<file path="src/hdl/rav_pkg.sv">
`timescale 1ns / 1ps

package rav_pkg;

  localparam int CFG_BITS        = 6;
  localparam int AVG_BITS        = 16;
  localparam int DEFAULT_WINDOW  = 20;
  localparam int DEF_MAX_WINDOW  = 32;
  localparam int DEF_SAMPLE_BITS = 16;

  typedef struct packed {
    logic clear;
    logic rd_en;
    logic wr_en;
  } rav_store_ctl_t;

endpackage

</file>
<file path="src/hdl/rav_store.sv">
`timescale 1ns / 1ps

module rav_store #(
  parameter int MAX_WINDOW  = rav_pkg::DEF_MAX_WINDOW,
  parameter int SAMPLE_BITS = rav_pkg::DEF_SAMPLE_BITS,
  parameter int CNT_BITS    = 6,
  parameter int SUM_BITS    = 21
) (
  input  logic                   clk,
  input  logic                   rst_n,
  input  rav_pkg::rav_store_ctl_t ctl,
  input  logic [CNT_BITS-1:0]    len,
  input  logic [SAMPLE_BITS-1:0] sample,
  output logic [SUM_BITS-1:0]    sum_nxt,
  output logic [CNT_BITS-1:0]    cnt_nxt
);
  import rav_pkg::*;

  localparam int POS_BITS = $clog2(MAX_WINDOW);
  localparam int CMP_BITS = (POS_BITS + 1 > CNT_BITS) ? POS_BITS + 1 : CNT_BITS;

  logic [SAMPLE_BITS-1:0] mem [MAX_WINDOW];
  logic [SAMPLE_BITS-1:0] rd_data_r;
  logic [SAMPLE_BITS-1:0] sample_r;
  logic [SUM_BITS-1:0]    sum_r;
  logic [POS_BITS-1:0]    pos_r;
  logic [POS_BITS-1:0]    pos_nxt;
  logic [CNT_BITS-1:0]    cnt_r;
  logic [POS_BITS:0]      pos_inc;
  logic [SAMPLE_BITS-1:0] old_val;

  // entry at pos_r holds a sample only once the window has filled
  assign old_val = (cnt_r == len) ? rd_data_r : '0;
  assign sum_nxt = sum_r - SUM_BITS'(old_val) + SUM_BITS'(sample_r);
  assign pos_inc = {1'b0, pos_r} + {{POS_BITS{1'b0}}, 1'b1};
  assign pos_nxt = (CMP_BITS'(pos_inc) == CMP_BITS'(len)) ? '0 : pos_inc[POS_BITS-1:0];
  assign cnt_nxt = (cnt_r < len) ? cnt_r + CNT_BITS'(1) : cnt_r;

  always_ff @(posedge clk) begin
    if (ctl.wr_en) begin
      mem[pos_r] <= sample_r;
    end
    if (ctl.rd_en) begin
      rd_data_r <= mem[pos_r];
      sample_r  <= sample;
    end
  end

  always_ff @(posedge clk) begin
    if (!rst_n || ctl.clear) begin
      sum_r <= '0;
      pos_r <= '0;
      cnt_r <= '0;
    end else if (ctl.wr_en) begin
      sum_r <= sum_nxt;
      pos_r <= pos_nxt;
      cnt_r <= cnt_nxt;
    end
  end

endmodule

</file>
<file path="src/hdl/rav_div.sv">
`timescale 1ns / 1ps

module rav_div #(
  parameter int DIVIDEND_BITS = 21,
  parameter int DIVISOR_BITS  = 6
) (
  input  logic                     clk,
  input  logic                     rst_n,
  input  logic                     start,
  input  logic [DIVIDEND_BITS-1:0] dividend,
  input  logic [DIVISOR_BITS-1:0]  divisor,
  output logic                     done,
  output logic [DIVIDEND_BITS-1:0] quotient
);

  localparam int STEP_BITS = $clog2(DIVIDEND_BITS + 1);

  logic [DIVIDEND_BITS-1:0] quo_r;
  logic [DIVISOR_BITS-1:0]  rem_r;
  logic [DIVISOR_BITS-1:0]  dvs_r;
  logic [STEP_BITS-1:0]     step_r;
  logic [DIVISOR_BITS:0]    shifted;
  logic [DIVISOR_BITS:0]    diff;
  logic                     ge;

  assign shifted  = {rem_r, quo_r[DIVIDEND_BITS-1]};
  assign ge       = shifted >= {1'b0, dvs_r};
  assign diff     = shifted - {1'b0, dvs_r};
  assign done     = (step_r == '0);
  assign quotient = quo_r;

  always_ff @(posedge clk) begin
    if (start) begin
      quo_r <= dividend;
      rem_r <= '0;
      dvs_r <= divisor;
    end else if (!done) begin
      quo_r <= {quo_r[DIVIDEND_BITS-2:0], ge};
      rem_r <= ge ? diff[DIVISOR_BITS-1:0] : shifted[DIVISOR_BITS-1:0];
    end
  end

  always_ff @(posedge clk) begin
    if (!rst_n) begin
      step_r <= '0;
    end else if (start) begin
      step_r <= STEP_BITS'(DIVIDEND_BITS);
    end else if (!done) begin
      step_r <= step_r - STEP_BITS'(1);
    end
  end

endmodule

</file>
<file path="src/hdl/running_average_filter.sv">
`timescale 1ns / 1ps

// Moving average over the last window_length samples (zero reads as one,
// values above the store depth saturate). One sample is taken at a time. After
// the accepting edge, the RMW state updates sum, store and fill count and
// starts the bit-serial divider, which sets the rate; the DIV state waits for
// the divider and loads the output register once that register is free. The
// next sample is taken only after that load. The output register lets the
// next sample in while a result waits.
// A write of window_length clears the window at once; there is no clearing
// pass, since the fill count masks entries not yet written.

module running_average_filter #(
  parameter int MAX_WINDOW  = rav_pkg::DEF_MAX_WINDOW,
  parameter int SAMPLE_BITS = rav_pkg::DEF_SAMPLE_BITS
) (
  input  logic                         clk,
  input  logic                         rst_n,
  input  logic                         in_valid,
  output logic                         in_stall,
  input  logic [SAMPLE_BITS-1:0]       in_sample,
  output logic                         out_valid,
  input  logic                         out_stall,
  output logic [rav_pkg::AVG_BITS-1:0] out_average,
  input  logic                         cfg_valid,
  output logic                         cfg_ready,
  input  logic [rav_pkg::CFG_BITS-1:0] cfg_data
);
  import rav_pkg::*;

  localparam int CFG_MAX  = (1 << CFG_BITS) - 1;
  localparam int MAX_LEN  = (MAX_WINDOW < CFG_MAX) ? MAX_WINDOW : CFG_MAX;
  localparam int CNT_BITS = $clog2(MAX_LEN + 1);
  localparam int SUM_BITS = SAMPLE_BITS + $clog2(MAX_LEN);

  typedef enum logic [2:0] {
    ST_IDLE = 3'b001,
    ST_RMW  = 3'b010,
    ST_DIV  = 3'b100
  } state_t;

  state_t                state_r, state_nxt;
  logic [CFG_BITS-1:0]   window_length_r;
  logic [CNT_BITS-1:0]   len;
  rav_store_ctl_t        ctl;
  logic [SUM_BITS-1:0]   sum_nxt;
  logic [CNT_BITS-1:0]   cnt_nxt;
  logic                  div_done;
  logic [SUM_BITS-1:0]   quotient;
  logic                  in_accept;
  logic                  out_load;
  logic                  out_valid_r;
  logic [AVG_BITS-1:0]   out_average_r;

  always_comb begin
    if (window_length_r == '0) begin
      len = CNT_BITS'(1);
    end else if (window_length_r > CFG_BITS'(MAX_LEN)) begin
      len = CNT_BITS'(MAX_LEN);
    end else begin
      len = CNT_BITS'(window_length_r);
    end
  end

  assign in_stall  = (state_r != ST_IDLE);
  assign cfg_ready = (state_r == ST_IDLE);
  assign in_accept = in_valid && !in_stall;
  assign out_load  = (state_r == ST_DIV) && div_done && (!out_valid_r || !out_stall);

  assign ctl.clear = cfg_valid && cfg_ready;
  assign ctl.rd_en = in_accept;
  assign ctl.wr_en = (state_r == ST_RMW);

  always_comb begin
    state_nxt = state_r;
    unique case (state_r)
      ST_IDLE: begin
        if (in_accept) state_nxt = ST_RMW;
      end
      ST_RMW: begin
        state_nxt = ST_DIV;
      end
      ST_DIV: begin
        if (out_load) state_nxt = ST_IDLE;
      end
      default: state_nxt = ST_IDLE;
    endcase
  end

  always_ff @(posedge clk) begin
    if (!rst_n) begin
      state_r         <= ST_IDLE;
      window_length_r <= CFG_BITS'(DEFAULT_WINDOW);
      out_valid_r     <= 1'b0;
    end else begin
      state_r <= state_nxt;
      if (ctl.clear) begin
        window_length_r <= cfg_data;
      end
      if (out_load) begin
        out_valid_r <= 1'b1;
      end else if (!out_stall) begin
        out_valid_r <= 1'b0;
      end
    end
  end

  always_ff @(posedge clk) begin
    if (out_load) begin
      out_average_r <= AVG_BITS'(quotient);
    end
  end

  assign out_valid   = out_valid_r;
  assign out_average = out_average_r;

  rav_store #(
    .MAX_WINDOW (MAX_WINDOW),
    .SAMPLE_BITS(SAMPLE_BITS),
    .CNT_BITS   (CNT_BITS),
    .SUM_BITS   (SUM_BITS)
  ) u_store (
    .clk    (clk),
    .rst_n  (rst_n),
    .ctl    (ctl),
    .len    (len),
    .sample (in_sample),
    .sum_nxt(sum_nxt),
    .cnt_nxt(cnt_nxt)
  );

  rav_div #(
    .DIVIDEND_BITS(SUM_BITS),
    .DIVISOR_BITS (CNT_BITS)
  ) u_div (
    .clk     (clk),
    .rst_n   (rst_n),
    .start   (ctl.wr_en),
    .dividend(sum_nxt),
    .divisor (cnt_nxt),
    .done    (div_done),
    .quotient(quotient)
  );

endmodule

</file>
<file path="config.mk">
export PLATFORM = sky130hd
export DESIGN_NAME = running_average_filter
export DESIGN_NICKNAME = d
export VERILOG_FILES = /design/src/hdl/rav_pkg.sv /design/src/hdl/rav_store.sv /design/src/hdl/rav_div.sv /design/src/hdl/running_average_filter.sv
export SDC_FILE = /design/constraint.sdc
export NUM_CORES = 1
export LEC_CHECK = 0
export ABC_AREA = 0
export BUFFER_PORTS_ARGS = -buffer_cell sky130_fd_sc_hd__buf_2
export CELL_PAD_IN_SITES_DETAIL_PLACEMENT = 1
export CELL_PAD_IN_SITES_GLOBAL_PLACEMENT = 2
export CORE_ASPECT_RATIO = 1.1
export CORE_MARGIN = 3
export CORE_UTILIZATION = 25
export CTS_BUF_LIST = sky130_fd_sc_hd__clkbuf_4 sky130_fd_sc_hd__clkbuf_8
export CTS_CLUSTER_SIZE = 8
export DETAILED_ROUTE_END_ITERATION = 10
export PLACE_DENSITY = 0.46
export SLEW_MARGIN = 0
export SYNTH_ARGS = -nofsm -noshare
export SYNTH_HDL_FRONTEND = slang
export SYNTH_SLANG_ARGS = --single-unit
export TNS_END_PERCENT = 5
</file>
<file path="constraint.sdc">
create_clock -name clk -period 3.6 [get_ports clk]
set_input_delay 0.54 -clock clk [delete_from_list [all_inputs] [get_ports clk]]
set_output_delay 0.54 -clock clk [all_outputs]
set_load 0.02 [all_outputs]
</file>
# [After elaboration in Yosys (flattened, before gate mapping)]
# Memory sizes are Yosys's and may differ from the RTL's. A register that Yosys moved wholly into a read port is not among the register bits.
# Index checks and enable logic that the tools add are counted.
[classes] n_lt_le_gt_ge=3 reduce_logical=14 n_eq_ne=10 mux=17 bitwise_logic=1 addsub=6
[ops] operator="$mux W21" n=2
[ops] operator="$mux W6" n=4
[ops] operator="$add A21 B16 Y21" n=1
[ops] operator="$sub A21 B16 Y21" n=1
[ops] operator="$mux W16" n=1
[ops] operator="$mux W5" n=3
[ops] operator="$eq A6 B6 Y1" n=2
[ops] operator="$pmux W3 S3" n=1
[ops] operator="$ge A7 B6 Y1" n=1
[ops] operator="$add A5 B1 Y6 const B" n=1
[ops] operator="$add A6 B1 Y6 const B" n=1
[ops] operator="$gt A6 B6 Y1 const B" n=1
[ops] operator="$logic_not A6 Y1" n=1
[ops] operator="$lt A6 B6 Y1" n=1
[ops] operator="$mux W3" n=2
[ops] operator="$ne A2 B1 Y1 const B" n=3
[ops] operator="$sub A6 B6 Y6" n=1
[ops] operator="$logic_not A5 Y1" n=1
[ops] operator="$sub A5 B1 Y5 const B" n=1
[ops] operator="$logic_and A1 B1 Y1" n=4
[ops] operator="$logic_not A1 Y1" n=4
[ops] operator="$mux W1" n=4
[ops] operator="$eq A3 B1 Y1 const B" n=1
[ops] operator="$eq A3 B2 Y1 const B" n=1
[ops] operator="7 further kinds" n=8
[word_totals] inputBits=27 elab_cells=65 output_inout_bits=19 ramBits=512 memories=1 regBits=112
[memory_table] name="u_store.mem" depth=32 word_bits=16 rd=1 rd_clocked_by_memory_dff=1 wr=1 line_no="rav_store.sv:22" rtl="logic [SAMPLE_BITS-1:0] mem [MAX_WINDOW];"

# [Longest topological paths before layout]
# Gate-level depths: netlist of run 1.
[logic_depth] depth_word=8 mapped_depth=20 depth_no_buf=19

# [By module]
# From an unflattened synthesis of run 1, not the netlist that was laid out.
[unflattened] hier_cells=1576 area_unflattened_um2=26829.5
[by_module_without_submodules] module="rav_store" seq_area_each_um2=16976.3 n_inst=1 cells_per_inst=1357 area_per_inst_um2=24008.0
[by_module_without_submodules] module="rav_div" seq_area_each_um2=1031.0 n_inst=1 cells_per_inst=148 area_per_inst_um2=1876.8
[by_module_without_submodules] module="running_average_filter" seq_area_each_um2=680.7 n_inst=1 cells_per_inst=71 area_per_inst_um2=944.7

# [Worst setup path before layout of run 1]
# Ideal clock, no wire load.
[synth_timing] kind="register to register" from="register window_length_r[1]" to="register u_div.quo_r[14] (netlist: u_div.quotient[14]), data pin" stages_incl_launch_ff=21 n_path_buf=1 t_arrival_ns=3.654 required_time_ns=3.340 slack_ns=-0.314 setup_time_ns=0.260 period_less_slack_ns=3.914 path_cell_list="dfxtp_1 > nor4_1 > o21ai_0 > inv_1 > ha_1 > nand4_1 > nor2_1 > clkbuf_1 > and2_1 > ha_1 > inv_1 > ha_1 > inv_1 > fa_1 > nor2b_1 > o2111ai_1 > nand3_1 > a21oi_1 > o31ai_1 > mux2i_1 > nand2_1"
[synth_via] elab_chain_len=8 word_cells_on_any_way=9 cone_classes="add/sub: 2; order compare: 1; eq/ne: 1; mux: 4; reduce/logical: 1"
[synth_rtl] element="start: declaration" line_no="running_average_filter.sv:43" rtl="logic [CFG_BITS-1:0] window_length_r;"
[synth_rtl] element="start signal: assignment" line_no="running_average_filter.sv:93" rtl="window_length_r <= CFG_BITS'(DEFAULT_WINDOW);"
[synth_rtl] element="start signal: assignment" line_no="running_average_filter.sv:98" rtl="window_length_r <= cfg_data;"
[synth_rtl] element="$gt A6 B6 Y1" line_no="running_average_filter.sv:58" rtl="end else if (window_length_r > CFG_BITS'(MAX_LEN)) begin"
[synth_rtl] element="$mux W6" line_no="running_average_filter.sv:58"
[synth_rtl] element="$mux W6 (*)" line_no="running_average_filter.sv:56" rtl="if (window_length_r == '0) begin"
[synth_rtl] element="$eq A6 B6 Y1 (*)" line_no="rav_store.sv:33" rtl="assign old_val = (cnt_r == len) ? rd_data_r : '0;"
[synth_rtl] element="$mux W16 (*)" line_no="rav_store.sv:33"
[synth_rtl] element="$sub A21 B16 Y21 (*)" line_no="rav_store.sv:34" rtl="assign sum_nxt = sum_r - SUM_BITS'(old_val) + SUM_BITS'(sample_r);"
[synth_rtl] element="$add A21 B16 Y21 (*)" line_no="rav_store.sv:34"
[synth_rtl] element="$mux W21 (*)" line_no="rav_div.sv:33" rtl="if (start) begin"
[synth_rtl] element="end signal: assignment" line_no="rav_div.sv:34" rtl="quo_r <= dividend;"
[synth_rtl] element="end signal: assignment" line_no="rav_div.sv:38" rtl="quo_r <= {quo_r[DIVIDEND_BITS-2:0], ge};"
[synth_rtl] element="end: declaration" line_no="rav_div.sv:18" rtl="logic [DIVIDEND_BITS-1:0] quo_r;"
# Every way passes the cells marked *; elsewhere a longest branch is shown, timed or not.
# A chain may end at the register's enable or synchronous reset.

# [Worst setup path in the final report of run 1]
[layout_timing] from="register window_length_r[4]" to="register u_div.quo_r[15] (netlist: u_div.quotient[15]), data pin"
# The elaborated chain is that of the path after synthesis.

==> impl_results.md, run 1 <==
- Status: complete, but fails checks
- Failing checks: setup timing
- Worst path required time: 4.06 ns
- Synth top area cells: edfxtp_1, mux4_2, dfxtp_1, ha_1, a22oi_1
- Initial drt markers: 913
- Grt total ovfl: 0
- DRC: 0
- Slew @ Worst Pin: 0.9883 ns
- Top-count cell post-synth: edfxtp_1
- Antenna Violating Nets Remaining: 0
- VDD IR-drop max: 0.2766 mV
- Largest net degree at the start of global routing: 69
- Number of flops mapped to enable cells by yosys: 587
- Area after DPL: 29350 µm²
- Slowest CP cell: fa_1
- Post-synth ARST share: 0%
- Vias in the first global route: 16085
- P_leak: 0.01068 µW
- Power Density: 529.4 nW/µm²
- Die width: 314.8 µm
- Final Skew: 0.04886 ns
- Synth cell count leaders: edfxtp_1, mux4_2, nand2_1, inv_1, nor2_1
- Crit end category: flop
- Post-synthesis instance total: 1531
- Area Overhead vs Synth: 22.64%
- CTS clk-pin slew, worst paths: 0.06 ns
- Gpl congestion: 0.7801
- Period utilization: 108.2%
- Setup violators final: 20
- RSZ-0062 raised after global routing: true
- Worst Setup Slack, final: -0.2964 ns
- Worst r2r path cells: 20
- WHS: 0.1023 ns
- Max-Cap Viols: 0
- CP arrival: 4.35 ns
- TritonCTS clock tree: built
- Sink Count: 640
- Worst Hold Depth: 2
- Avg Inst Size Synth: 17.13 µm²
- Max_slew headroom: 34.04%
- Max Root-Sink Buffers: 3
- Synthesized area: 26230 µm²
- DR pass1 iterations: 5
- Synth Net Count: 1614
- # rows: 123
- First-pass GRT wire length: 113.0 mm
- # nets final: 1900
- Final WL: 77.31 mm
- Critical Path Fanout Max: 8
- I/O pin total: 46
- Max stage delay on crit path: 0.49 ns
- PortBufs: 45
- Core box area: 103100 µm²
- Clock buffer count from CTS: 113
- Min-Delay Path Class: input pin to flop
- Post-Layout Inst Area: 32170 µm²
- Max Slew Vio Count: 0
- Startpoint class of the critical path: flop
- Post-synthesis cell type count: 56
- Wire per inst: 23.56 µm
- Vias: 14629
- Part of the Yosys area used for sequential elements: 71.25%
- FF+latch count, synth: 640
- Main synth FF type: edfxtp_1
- Vias/cell: 4.459
- Final min period: 3.896 ns
- CTS root buffer: clkbuf_8
- Critical-path cell list: nor4_4, o21ai_2, inv_2, ha_4, nand4_1, nor2_4, buf_6, and2_4, fa_1, inv_2, ha_4, buf_6, a21o_1, a21o_1, o211ai_1, buf_4, a211oi_4, or3_4, nand3_2, nand2_1
- Fmax: 256.6 MHz
- Final Power: 17030 µW
- Share of cells above drive strength 1: 32.30%
- Share of the synthesized area in the top cell type: 67.20%
- GRT Util Overall: 14.24%
- Clk Latency, worst-skew pair: 0.74 ns
- Crit Path Class: flop to flop
- Post-synth top area cell: edfxtp_1
- HPWL after DPL: 50.88 mm
- H-tree depth: 3
- Syn. warnings: 0
- Setup tns final: -3.367 ns
- Initial core utilization: 25.44%
- Final hold violations: 0
- Die H: 345.7 µm
- Initial antenna violation count: 4
- Die ar.: 108800 µm²
[final timing paths]
kind / slack, ns / to / startpoint
worst min-delay path: 0.10 / state_r[1] / in_valid
worst max register to register: -0.30 / u_div.quotient[15] / window_length_r[4]
worst min register to register: 0.45 / out_average[0] / u_div.quotient[0]
worst max-delay path: -0.30 / u_div.quotient[15] / window_length_r[4]
[registers in the layout (all words and copies together), names as in the netlist]
register,flops
state_r,3
u_store.pos_r,5
u_store.cnt_r,6
u_div.step_r,5
out_average,16
u_div.rem_r,6
u_div.quotient,21
u_store.sample_r,16
u_store.rd_data_r,16
u_div.dvs_r,6
window_length_r,6
u_store.sum_r,21
u_store.mem,512
out_valid,1
[layout by cell type, fill, tap and decap left out, types with 9 or more instances in the layout]
cell type	Yosys	final
and2_1	22	19
buf_2	20	45
clkinv_2	0	15
clkbuf_8	0	116
dfxtp_1	53	46
a22oi_1	64	64
o21ai_0	35	27
edfxtp_1	587	587
ha_4	0	10
nand2_1	108	106
fa_1	17	16
mux4_2	128	128
dlygate4sd3_1	0	16
nand3_1	18	14
ha_1	39	28
buf_12	0	10
a21o_1	10	10
clkinv_1	0	28
inv_1	90	85
xnor2_1	23	22
nand4_1	22	22
nor2_1	65	60
a21oi_2	0	9
xor2_1	9	9
nor3_1	10	9
clkbuf_4	0	33
buf_4	2	166
a21oi_1	48	37
[critical path: cells and delay by family (launching register included)]
| family | cells | cell delay (ns) |
|---|---|---|
| buffers and inverters | 5 | 0.58 |
| AOI/OAI and AO/OA | 5 | 0.76 |
| adders and majority gates | 3 | 0.83 |
| DFF | 1 | 0.33 |
| and+or+nand+nor | 7 | 1.15 |
[repair_timing]
item                                    CTS  global route
endpoints found under the setup margin   30            32
resized for setup                        57            29
hold buffers                             16             0
pin swaps                                29            20
hold endpoints to repair                 16             0
buffers inserted                          6             0
[cell type report]
class                           count  area (µm²)
Fill cell                       10735       70940
Inverter                           90       337.8
Sequential cell                   640       18700
Clock inverter                     53       366.6
Antenna cell                        2       5.005
Tap cell                         1375        1720
Multi-Input combinational cell    729        7292
Clock buffer                      149        1844
Timing Repair Buffer              243        1899
[cell families (layout without fill, tap and decap cells)]
group,after synthesis,after routing,synth area share [%]
adders and majority gates,56,56,3.158
and+or+nand+nor,305,305,5.639
other,0,2,0
buffers and inverters,162,535,2.442
xor gates and xnor gates,34,34,1.250
DFF,640,640,71.25
AOI/OAI and AO/OA,196,196,4.871
muxes,138,138,11.39
[layer usage]
layer,global-route usage (%),vias up,wire (µm)
met1,18.64,7695,34170
met2,23.96,260,38320
met3,2.493,119,2667
li1,-,6555,-
met5,0,-,0
met4,4.417,0,2148
[where the power goes]
part | internal, µW | leakage [µW] | switching [µW] | total (µW)
clock | 3620 | 0.00117 | 3060 | 6680
combinational | 726 | 0.00376 | 1010 | 1730
sequential | 8470 | 0.00575 | 142 | 8620
[per-stage QoR]
| stage | util (%) | std cells | worst slack, ns |
|---|---|---|---|
| after floorplan | - | 1531 | -0.1459 |
| after global placement | 28.47 | 3055 | -0.5168 |
| after detailed placement | 28.47 | 3055 | -0.6040 |
| after CTS | 31.06 | 3279 | -0.3612 |
| after global routing | 31.19 | 3280 | -0.5001 |
| final | 31.20 | 3281 | -0.2964 |
(Power assumes the default switching activity.)
==> run 2, diff against run 1 <==
- CORE_UTILIZATION: 25 -> 43
- PLACE_DENSITY: 0.46 -> 0.73
==> run 2 against run 1 <==
Effect of this change:
- the run still ends with setup timing left
- clock power shrank 7.5%
- first-iteration DRC count increased by 12%
- core utilization up 21 points
- sequential power barely moved
- via count is 0.95% higher
- critical path type unchanged
- highest routed layer unchanged
==> impl_results.md, run 2 (synthesized netlist as in run 1, its figures left out) <==
- Fin cells: 2681 (-18%)
- DRC: 0 (unchanged)
- Worst path required time: 4.00 ns (-0.06 ns)
- Slew @ Worst Pin: 0.8986 ns (-0.08973 ns)
- Worst Setup Slack, final: -0.2768 ns (+0.01967 ns)
- Ant. Diodes: 0 (-2)
- Gpl congestion: 0.8425 (+8.0%)
- Crit end category: flop
- R2R Path Start: window_length_r[1]
- Met1 usage: 29.10% (+10 points)
- Critical path buffers and inverters: 3 (-2)
- Failing checks: setup timing
- HPWL after DPL: 42.99 mm (-16%)
- Final min period: 3.877 ns (-0.01967 ns)
- Crit path from: window_length_r[1]
- Critical Path Fanout Max: 4 (-4)
- Clock buffer count from CTS: 105 (-7.1%)
- Startpoint class of the critical path: flop
- Worst hold start: cfg_data[4]
- Most common cell after layout, fill and taps aside: edfxtp_1
- Power Density: 529.9 nW/µm² (about the same)
- Core box area: 60100 µm² (-42%)
- Fin util: 51.80% (+21 points)
- Die H: 265.0 µm (-23%)
- Max_slew headroom: 40.03% (+6.0 points)
- Most used cell along the critical path: buf_4
- Clk Latency, worst-skew pair: 0.73 ns (about the same)
- Initial core utilization: 43.64% (+18 points)
- Critical-path cell list: buf_4, buf_4, nand2_1, ha_4, nand4_1, nor2_4, and2_4, fa_2, fa_2, nor2b_4, o2111ai_2, buf_4, a311o_1, nand3_2, xnor2_2, xor2_1, o21ai_1
- Max stage delay on crit path: 0.46 ns (-0.03 ns)
- Setup tns final: -3.978 ns (-0.6111 ns)
- Vias/cell: 5.508 (+24%)
- # rows: 94 (-24%)
- CTS clk-pin slew, worst paths: 0.06 ns (about the same)
- Wire per inst: 25.39 µm (+7.8%)
- Filler Cells Inserted: 5657 (-47%)
- Worst Hold Depth: 3 (+1)
- Status: complete, but fails checks
- Initial drt markers: 1019 (+12%)
- Die width: 241.5 µm (-23%)
- Final Skew: 0.04690 ns (-0.001958 ns)
- M3 GR Usage: 4.220% (+1.7 points)
- VDD IR-drop max: 0.4120 mV (+49%)
- Grt total ovfl: 0 (unchanged)
- Place WS: -0.4978 ns (+0.1062 ns)
- PortBufs: 45 (unchanged)
- Max-Cap Viols: 0 (unchanged)
- Die ar.: 64000 µm² (-41%)
- Reg2Reg Capture Point: u_div.quotient[20]
- Area Overhead vs Synth: 18.69%
- Max Slew Vio Count: 0 (unchanged)
- Final WL: 68.07 mm (-12%)
- Crit Path Class: flop to flop
- Vias: 14768 (+0.95%)
- Sink Count: 640 (unchanged)
- # nets final: 1874 (-1.4%)
- I/O pin total: 46 (unchanged)
- CTS root buffer: clkbuf_8
- CP arrival: 4.28 ns (-0.07 ns)
- Worst r2r path cells: 17 (-15%)
- Setup violators final: 29 (+45%)
- Largest register FFs: 512 (unchanged)
- R2R Setup Slk: -0.28 ns (+0.02 ns)
- Final hold violations: 0 (unchanged)
- Vias in the first global route: 15917 (-1.0%)
- RSZ-0062 raised after global routing: true
- DR pass1 iterations: 5 (unchanged)
- Top Family by Delay on Critical Path: adder cells
- Initial antenna violation count: 0 (-4)
- Share of cells above drive strength 1: 31.37% (-0.93 points)
- First-pass GRT wire length: 101.9 mm (-9.9%)
- Period utilization: 107.7% (-0.55 points)
- Max Root-Sink Buffers: 3 (unchanged)
- Met2 usage: 35.57% (+12 points)
- Hold Path Sink: window_length_r[4]
- TritonCTS clock tree: built
- Commonest cells after routing, fill and taps aside: edfxtp_1, buf_4, mux4_2
- Largest net degree at the start of global routing: 69 (unchanged)
- GRT Util Overall: 21.66% (+7.4 points)
- Placed instance count: 2466 (-19%)
- P_leak: 0.01049 µW (-1.8%)
- Fmax: 257.9 MHz (+0.51%)
- GRT busiest layer: met2
- Slowest CP cell: fa_2
- Antenna Violating Nets Remaining: 0 (unchanged)
- H-tree depth: 3 (unchanged)
- Min-Delay Path Class: input pin to flop
- Register name with the most flops: u_store.mem
## run 2: cell count changes in the layout (fill, tap and decap cells not counted), sizes merged
cell,before,now
buf,227,209
clkinv,43,29
clkbuf,149,145
bufinv,4,2
diode,2,0
inv,95,94
## run 2: power by group
group	internal, µW	switching [µW]	leakage (µW)
Combinational	727	983	0.00367
Clock	3320	2860	0.00107
Sequential	8470	135	0.00575
Total	12500	3980	0.0105
## run 2: cell type report
cell class	instances	area (µm²)	area share, %
clock buffer	145	1764	5.667
sequential	640	18700	60.07
multi-input combinational	729	7326	23.53
inverter	90	337.8	1.085
tap	816	1021	3.280
clock inverter	36	260.3	0.8360
timing repair buffer	225	1723	5.534
## run 2: repair_timing
action / CTS / global route
pin swaps: 18 / 33
hold buffers: 16 / 0
resized for setup: 49 / 50
endpoints found under the setup margin: 30 / 37
endpoints found under the hold margin: 16 / 0
setup buffers: 19 / 1
## run 2: per-layer routing
| metal | vias up | wire length [µm] | part of all wire, % |
|---|---|---|---|
| li1 | 6489 | - | - |
| met1 | 7711 | 28200 | 41 |
| met2 | 452 | 33950 | 50 |
| met3 | 116 | 3746 | 5.5 |
| met4 | 0 | 2176 | 3.2 |
| met5 | - | 0 | 0 |
## run 2: worst max-delay path by stage
stage | endpoint | depth (start not counted)
3_3_place_gp | u_div.quotient[18] | 17
5_1_grt | u_store.sum_r[20] | 19
2_1_floorplan | u_div.quotient[13] | 18
3_5_place_dp | u_div.quotient[18] | 17
6_report | u_div.quotient[20] | 17
4_1_cts | u_div.quotient[15] | 18
## run 2: worst register-to-register path, cell delays in order (launching register included)
cell and delay, ns:
dfxtp_2 0.36, buf_4 0.12, buf_4 0.13, nand2_1 0.10, ha_4 0.28, nand4_1 0.13
nor2_4 0.17, and2_4 0.16, fa_2 0.46, fa_2 0.44, nor2b_4 0.15, o2111ai_2 0.14
buf_4 0.16, a311o_1 0.36, nand3_2 0.10, xnor2_2 0.13, xor2_1 0.16, o21ai_1 0.08
## run 2: metrics by stage
stage	hold slack, ns	power [µW]	instance area [µm²]
2_1_floorplan	0.4262	9678	26230
3_3_place_gp	0.4386	10250	28380
3_5_place_dp	0.4402	10310	28380
4_1_cts	0.06237	16620	30930
5_1_grt	0.08383	17210	31130
6_report	0.1073	16500	31130
